## config.mk

```make
export PLATFORM = sky130hd
export DESIGN_NAME = series_rank_coalesce_unit
export DESIGN_NICKNAME = d
export VERILOG_FILES = /design/src/rtl/core/srcu_pkg.sv /design/src/rtl/core/srcu_ram.sv /design/src/rtl/core/srcu_cmp.sv /design/src/rtl/core/series_rank_coalesce_unit.sv
export SDC_FILE = /design/constraint.sdc
export NUM_CORES = 2
export LEC_CHECK = 0
export BUFFER_PORTS_ARGS = -buffer_cell sky130_fd_sc_hd__buf_2
export CELL_PAD_IN_SITES_DETAIL_PLACEMENT = 1
export CELL_PAD_IN_SITES_GLOBAL_PLACEMENT = 2
export CORE_UTILIZATION = 51
export DETAILED_ROUTE_END_ITERATION = 12
export GPL_TIMING_DRIVEN = 0
export PLACE_DENSITY_LB_ADDON = 0.1
export SYNTH_ARGS = -nofsm -noshare
export SYNTH_HDL_FRONTEND = slang
export SYNTH_HIERARCHICAL = 1
export SYNTH_SLANG_ARGS = --single-unit
export TNS_END_PERCENT = 20
```

## constraint.sdc

```tcl
create_clock -name clk -period 5.9 [get_ports clk]
set_input_delay 0.885 -clock clk [delete_from_list [all_inputs] [get_ports clk]]
set_output_delay 0.885 -clock clk [all_outputs]
set_load 0.02 [all_outputs]
```

## src/rtl/core/srcu_pkg.sv

```systemverilog
// Shared constants, types and key helper for the series rank coalesce unit.
package srcu_pkg;

	localparam int MAX_ITEMS  = 64;
	localparam int VALUE_BITS = 32;
	localparam int SAMPLE_W   = 32;
	localparam int CODE_W     = 6;
	localparam int DCNT_W     = 7;
	localparam int ADDR_W     = (MAX_ITEMS > 1) ? $clog2(MAX_ITEMS) : 1;
	localparam int CNT_W      = $clog2(MAX_ITEMS + 1);

	typedef logic [VALUE_BITS-1:0] key_t;

	// result of the shared comparator
	typedef struct packed {
		logic lt;
		logic eq;
	} cmp_t;

	typedef enum logic [4:0] {
		ST_LOAD  = 5'b00001,
		ST_FETCH = 5'b00010,
		ST_LATCH = 5'b00100,
		ST_SCAN  = 5'b01000,
		ST_EMIT  = 5'b10000
	} state_t;

	// low VALUE_BITS bits with the sign bit flipped: unsigned order = signed order
	function automatic key_t to_key(input logic [SAMPLE_W-1:0] v);
		key_t k;
		k = v[VALUE_BITS-1:0];
		k[VALUE_BITS-1] = ~k[VALUE_BITS-1];
		return k;
	endfunction

endpackage

```

## src/rtl/core/srcu_ram.sv

```systemverilog
// Generic single-write, single-read RAM with registered read data.
module srcu_ram #(
	parameter int WIDTH = 32,
	parameter int DEPTH = 64
) (
	input  logic                                          clk,
	input  logic                                          we,
	input  logic [((DEPTH > 1) ? $clog2(DEPTH) : 1)-1:0] waddr,
	input  logic [WIDTH-1:0]                              wdata,
	input  logic [((DEPTH > 1) ? $clog2(DEPTH) : 1)-1:0] raddr,
	output logic [WIDTH-1:0]                              rdata
);

	logic [WIDTH-1:0] mem_q [DEPTH];
	logic [WIDTH-1:0] rdata_q;

	always_ff @(posedge clk) begin
		if (we) begin
			mem_q[waddr] <= wdata;
		end
		rdata_q <= mem_q[raddr];
	end

	assign rdata = rdata_q;

endmodule

```

## src/rtl/core/srcu_cmp.sv

```systemverilog
// Shared key comparator: less-than and equal on order-preserving keys.
module srcu_cmp (
	input  srcu_pkg::key_t a,
	input  srcu_pkg::key_t b,
	output srcu_pkg::cmp_t res
);

	import srcu_pkg::*;

	always_comb begin
		res.lt = (a < b);
		res.eq = (a == b);
	end

endmodule

```

## src/rtl/core/series_rank_coalesce_unit.sv

```systemverilog
// Top level of the series rank coalesce unit: sequencer, key store and shared comparator.
//
// Coordinate compression of a series of signed values. Requests are taken one per cycle
// while the unit is loading; each stores its value (up to MAX_ITEMS of them; further values
// are dropped and the status bit is set on every result of the series). The request marked
// last_item ends the series, after which in_stall stays high until all results have gone.
// The unit then makes two passes over the stored values through one shared read address
// (key store and first-occurrence flags side by side) and one comparator: a dedup pass
// (each item checked against all earlier ones) and a rank pass (each item counted against
// all first occurrences), one comparison per cycle. Results come in arrival order: code is
// the rank among distinct values (0 = smallest), distinct_count the number of distinct
// values, and last_code marks the final one. The state is cleared when that final result
// is taken.
module series_rank_coalesce_unit (
	input  logic                            clk,
	input  logic                            arst_n,
	input  logic                            in_valid,
	output logic                            in_stall,
	input  logic signed [srcu_pkg::SAMPLE_W-1:0] sample_value,
	input  logic                            last_item,
	output logic                            out_valid,
	input  logic                            out_stall,
	output logic [srcu_pkg::CODE_W-1:0]     code,
	output logic [srcu_pkg::DCNT_W-1:0]     distinct_count,
	output logic                            last_code,
	output logic                            status
);

	import srcu_pkg::*;

	// sequencer state
	state_t                state_q;
	logic                  phase_q;     // 0: dedup pass, 1: rank pass
	logic [CNT_W-1:0]      n_q;         // stored items
	logic                  ovf_q;       // series truncated
	logic [ADDR_W-1:0]     i_q;         // item under test
	logic [CNT_W-1:0]      j_q;         // scan read pointer
	logic                  dup_q;
	logic [ADDR_W-1:0]     rank_q;
	logic [CNT_W-1:0]      dcnt_q;      // distinct values found
	logic                  out_valid_q;

	// scan pipeline (registered RAM read)
	logic                  rv_s1;

	// payload registers
	key_t                  ref_q;
	logic [CODE_W-1:0]     code_q;
	logic                  last_code_q;

	// datapath
	logic                  in_acc;
	logic                  out_acc;
	logic                  room;
	logic                  mem_we;
	logic [ADDR_W-1:0]     mem_raddr;
	key_t                  mem_rdata;
	logic                  first_we;
	logic                  first_rdata; // stored item is first occurrence of its value
	cmp_t                  cmp;
	logic [CNT_W-1:0]      limit;
	logic                  scan_end;
	logic                  hit_dup;
	logic                  hit_lt;
	logic                  is_first;
	logic                  i_last;

	assign in_acc  = in_valid & ~in_stall;
	assign out_acc = out_valid_q & ~out_stall;
	assign room    = (n_q < CNT_W'(MAX_ITEMS));
	assign mem_we  = in_acc & room;

	assign mem_raddr = (state_q == ST_SCAN) ? j_q[ADDR_W-1:0] : i_q;

	// dedup pass looks at earlier items only, rank pass at all of them
	assign limit    = phase_q ? n_q : CNT_W'(i_q);
	assign scan_end = (j_q == limit);
	assign hit_dup  = rv_s1 & cmp.eq;
	assign hit_lt   = rv_s1 & phase_q & cmp.lt & first_rdata;
	assign is_first = ~(dup_q | hit_dup);
	assign i_last   = ((CNT_W'(i_q) + CNT_W'(1)) == n_q);
	assign first_we = (state_q == ST_SCAN) & scan_end & ~phase_q;

	srcu_ram #(
		.WIDTH (VALUE_BITS),
		.DEPTH (MAX_ITEMS)
	) u_store (
		.clk   (clk),
		.we    (mem_we),
		.waddr (n_q[ADDR_W-1:0]),
		.wdata (to_key(sample_value)),
		.raddr (mem_raddr),
		.rdata (mem_rdata)
	);

	// first-occurrence flags, written by the dedup pass, read beside the keys
	srcu_ram #(
		.WIDTH (1),
		.DEPTH (MAX_ITEMS)
	) u_first (
		.clk   (clk),
		.we    (first_we),
		.waddr (i_q),
		.wdata (is_first),
		.raddr (mem_raddr),
		.rdata (first_rdata)
	);

	// compares stored key j against the item under test
	srcu_cmp u_cmp (
		.a   (mem_rdata),
		.b   (ref_q),
		.res (cmp)
	);

	always_ff @(posedge clk or negedge arst_n) begin
		if (!arst_n) begin
			state_q     <= ST_LOAD;
			phase_q     <= 1'b0;
			n_q         <= '0;
			ovf_q       <= 1'b0;
			i_q         <= '0;
			j_q         <= '0;
			dup_q       <= 1'b0;
			rank_q      <= '0;
			dcnt_q      <= '0;
			out_valid_q <= 1'b0;
			rv_s1       <= 1'b0;
		end else begin
			case (state_q)
				ST_LOAD: begin
					if (in_acc) begin
						if (room) begin
							n_q <= n_q + CNT_W'(1);
						end else begin
							ovf_q <= 1'b1;
						end
						if (last_item) begin
							state_q <= ST_FETCH;
							phase_q <= 1'b0;
							i_q     <= '0;
							dcnt_q  <= '0;
						end
					end
				end
				ST_FETCH: begin
					j_q     <= '0;
					dup_q   <= 1'b0;
					rank_q  <= '0;
					rv_s1   <= 1'b0;
					state_q <= ST_LATCH;
				end
				ST_LATCH: begin
					state_q <= ST_SCAN;
				end
				ST_SCAN: begin
					rv_s1 <= ~scan_end;
					if (!scan_end) begin
						j_q <= j_q + CNT_W'(1);
					end
					if (hit_dup) begin
						dup_q <= 1'b1;
					end
					if (hit_lt) begin
						rank_q <= rank_q + ADDR_W'(1);
					end
					if (scan_end) begin
						if (!phase_q) begin
							if (is_first) begin
								dcnt_q <= dcnt_q + CNT_W'(1);
							end
							if (i_last) begin
								phase_q <= 1'b1;
								i_q     <= '0;
							end else begin
								i_q <= i_q + ADDR_W'(1);
							end
							state_q <= ST_FETCH;
						end else begin
							out_valid_q <= 1'b1;
							state_q     <= ST_EMIT;
						end
					end
				end
				ST_EMIT: begin
					if (!out_stall) begin
						out_valid_q <= 1'b0;
						if (last_code_q) begin
							state_q <= ST_LOAD;
							phase_q <= 1'b0;
							n_q     <= '0;
							ovf_q   <= 1'b0;
							dcnt_q  <= '0;
						end else begin
							i_q     <= i_q + ADDR_W'(1);
							state_q <= ST_FETCH;
						end
					end
				end
				default: begin
					state_q <= ST_LOAD;
				end
			endcase
		end
	end

	always_ff @(posedge clk) begin
		if (state_q == ST_LATCH) begin
			ref_q <= mem_rdata;
		end
		if ((state_q == ST_SCAN) && scan_end && phase_q) begin
			code_q      <= CODE_W'(rank_q + ADDR_W'(hit_lt));
			last_code_q <= i_last;
		end
	end

	assign in_stall       = (state_q != ST_LOAD);
	assign out_valid      = out_valid_q;
	assign code           = code_q;
	assign distinct_count = DCNT_W'(dcnt_q);
	assign last_code      = last_code_q;
	assign status         = ovf_q;

`ifndef SYNTHESIS
	a_rank_below_count: assert property (@(posedge clk) disable iff (!arst_n)
		out_valid |-> (DCNT_W'(code) < distinct_count))
		else $error("rank not below distinct count");

	a_count_bounded: assert property (@(posedge clk) disable iff (!arst_n)
		(state_q == ST_EMIT) |-> (dcnt_q != '0 && dcnt_q <= n_q))
		else $error("distinct count out of range");

	a_series_clears: assert property (@(posedge clk) disable iff (!arst_n)
		(out_valid && !out_stall && last_code) |=>
		(state_q == ST_LOAD && n_q == '0 && !ovf_q))
		else $error("series state not cleared after final result");

	a_scan_pipe: assert property (@(posedge clk) disable iff (!arst_n)
		rv_s1 |-> ($past(state_q) == ST_SCAN))
		else $error("scan compare outside scan");
`endif

endmodule

```

==> qor.txt <==
Worst VDD drop = 0.000332 V
Vias per Instance = 6.71
hold slack = 0.259 ns
dpl cells = 6341
Net Count, Synth = 4066
critical path type = flop to flop
post-DP HPWL = 179000 um
worst hold path type = input port to asynchronous set/reset pin
Final Hold Viols = 0
largest stage delay on the critical path = 0.62 ns
Slowest cell on crit path = mux2i_1
Max Clk Rate = 0.169 GHz
min Tclk post-route = 5.93 ns
top cells by area, synth = edfxtp_1 75%, mux4_2 14%, dfrtp_1 1.2%, mux2i_1 1.2%, nor2_1 1.0%
number of clock sinks = 2227
CTS clock-pin slew for the worst setup and hold paths = 0.06 ns
num ports = 54
dpl ws = -0.792 ns
finished layout cell area = 0.0990 mm2
Worst EP arrival = 6.64 ns
GR Util All Layers = 32.5%
final setup fails = 2
row count = 150
P_int = 0.0263 W
P&R area growth vs syn = 14.9%
# hold bufs at CTS = 0
register area = 0.0663 mm2
starting density of the core = 51.5%
part of the power in the clock network = 42.0%
Post-Route WL = 274000 um
Unique masters post-synth = 84
layout cells sized above 1 = 26.8%
pin count of the biggest net entering global routing = 65
RSZ-0062 raised after global routing = true
PD cells = 341 mW/mm2
CP startpoint kind = flop
Die Wd = 413 um
Crit path max-delay family = buffers and inverters
vias in the first global route = 44915
area of the die = 0.171 mm2
Clock Path Buffers = 3
Sequential Power Share = 52.6%
Psw = 0.00740 W
top cell type's share of synthesized area = 75.0%
post-layout util = 59.2%
status = finished with violations
fin crit share = 101%
failing checks = setup timing
synthesized area per cell = 21.6 um2
final setup margin = -0.0342 ns
Post-Syn Instances = 3990
port buffer count = 53
final-stage net count = 4442
critical path depth = 15
synth warn = 6
CTS tree = yes
Residual DRC = 0
slew margin rel. = 3.36%
register area share after synthesis = 77.0%
#FFs+latches synth = 2227
Max Cap Viol = 0
first drt pass iteration count = 5
H-tree levels = 4
cell area after synthesis = 0.0862 mm2
Skew-Pair Late Insertion Delay = 0.86 ns
Num CTS Buffers = 222
initial antenna violation count = 11
area of the multi-input gates = 0.0192 mm2
worst path required time = 6.60 ns
worst r2r path cells = 15
Worst Path Max Fanout = 10
Die H = 413 um
Worst Skew = 0.0372 ns
crit path buf inv count = 7
Comb power frac = 5.4%
worst slew pin tran = 1.45 ns
Sw Share = 21.9%
Primary FF master, synth = edfxtp_1
root buffer cell = clkbuf_16
Avg WL per Cell = 40.4 um
core area = 0.167 mm2
Post-synth EDFFs = 2151
largest area contributor in the netlist = edfxtp_1
most common cell after layout, fill and taps aside = edfxtp_1
via count = 45388
grt total ovfl = 0
Cell Count, Final, Fillers Out = 6764
worst path cell trace = nor3_1 -> nand3b_1 -> clkbuf_1 -> clkbuf_1 -> nand2_1 -> nand2_1 -> clkbuf_1 -> buf_2 -> buf_2 -> buf_4 -> buf_2 -> mux2i_1 -> a21oi_1 -> a21oi_1 -> nor2_1
Max Slew Vio Count = 0
first-pass GRT wire length = 371000 um
Setup crit end kind = flop
post-synthesis async set-or-reset flop share = 1.93%
fill cell count = 13871
Initial DRC Count = 6086
most frequent cells in the layout = 2151 x edfxtp_1, 554 x mux4_2, 225 x clkbuf_16
Lkg Pwr = 30.6 nW
GPL Wtd Cong = 0.859
Detail Route Antenna Nets = 0
DP Area = 0.0916 mm2
Yosys cell counts (16+ instances only):
cell type	number
a21oi_1	83
buf_1	21
buf_2	61
buf_4	25
clkbuf_1	95
dfrtp_1	42
dfxtp_1	33
edfxtp_1	2151
ha_1	39
inv_1	42
mux2i_1	102
mux4_2	554
nand2_1	81
nand3_1	30
nand4_1	16
nor2_1	236
nor2b_1	23
nor3_1	21
o21ai_0	16
o221ai_1	27
o22ai_1	86
xnor2_1	18
kinds of logic after synthesis:
| kind of cell | share of synthesized area [%] |
|---|---|
| flip-flops | 77.0 |
| XOR/XNOR | 0.305 |
| multiplexers | 15.9 |
| AO/OA/AOI/OAI | 2.26 |
| adder cells (fa/ha/maj) | 0.566 |
| buffers and inverters | 1.35 |
| AND/OR/NAND/NOR | 2.65 |
state kept, by name (all words and copies together) (netlist names):
signal / count
u_first/rdata: 1
last_code: 1
dup_q: 1
rv_s1: 1
distinct_count: 7
code: 6
n_q: 7
rank_q: 6
out_valid: 1
j_q: 7
status: 1
phase_q: 1
state_q: 5
u_first/mem_q: 64
ref_q: 32
u_store/rdata: 32
u_store/mem_q: 2048
i_q: 6
metal layers:
layer,vias to the layer above,part of all wire [%],global-route usage [%]
li1,17494,-,-
met1,24934,39,45.9
met4,4,4.1,11.4
met5,-,0.012,0
met2,2514,47,50.8
met3,442,9.3,6.52
power by group through the flow:
stage               combinational, W  sequential, W  clock [W]
finish                       0.00183         0.0177     0.0142
detailed placement           0.00182         0.0181          0
global placement             0.00160         0.0181          0
CTS                          0.00182         0.0177     0.0144
global route                 0.00192         0.0177     0.0149
floorplan                   0.000877         0.0180          0
per-stage QoR:
| step | power (W) | TNS [ns] |
|---|---|---|
| 6_report | 0.0337 | -0.0607 |
| 5_1_grt | 0.0345 | -0.467 |
| 4_1_cts | 0.0339 | 0 |
| 2_1_floorplan | 0.0189 | 0 |
| 3_3_place_gp | 0.0197 | -1048.65 |
| 3_5_place_dp | 0.0199 | -9.53 |
cell type report:
cell class	count	area share, %
flip-flops and latches	2227	67.0
multi-input cells	1511	19.4
clock buffers	290	6.04
well taps	2204	2.78
repair buffers	152	2.29
clock inverters	121	1.29
plain buffers	209	1.08
inverters	43	0.163
diodes	7	0.0177
worst register-to-register path: stages (launching register included):
cell      delay (ns)
dfstp_2         0.58
nor3_1          0.08
nand3b_1        0.21
clkbuf_1        0.41
clkbuf_1        0.49
nand2_1         0.11
nand2_1         0.11
clkbuf_1        0.54
buf_2           0.41
buf_2           0.47
buf_4           0.42
buf_2           0.53
mux2i_1         0.63
a21oi_1         0.44
a21oi_1         0.31
nor2_1          0.07
final timing paths:
path	slack, ns	from	endpoint
max in group asynchronous	4.96	arst_n	n_q[5]$_DFFE_PN0P_
max	-0.03	state_q[0]$_DFFE_PN1P_	u_store/rdata[15]$_DFF_P_
min	0.26	arst_n	j_q[3]$_DFFE_PN0P_
max reg2reg	-0.03	state_q[0]$_DFFE_PN1P_	u_store/rdata[15]$_DFF_P_
min reg2reg	0.44	u_store/rdata[13]$_DFF_P_	ref_q[13]$_DFFE_PP_
min in group clk	0.30	out_stall	state_q[4]$_DFFE_PN0P_
timing repair:
item                                    4_1_cts  5_1_grt
endpoints found under the setup margin       30       15
pin swaps                                     0        0
resized for setup                            16       23
buffers inserted                              0        2
gates cloned                                  0        0
No activity file was read; power rests on OpenSTA's default activity.
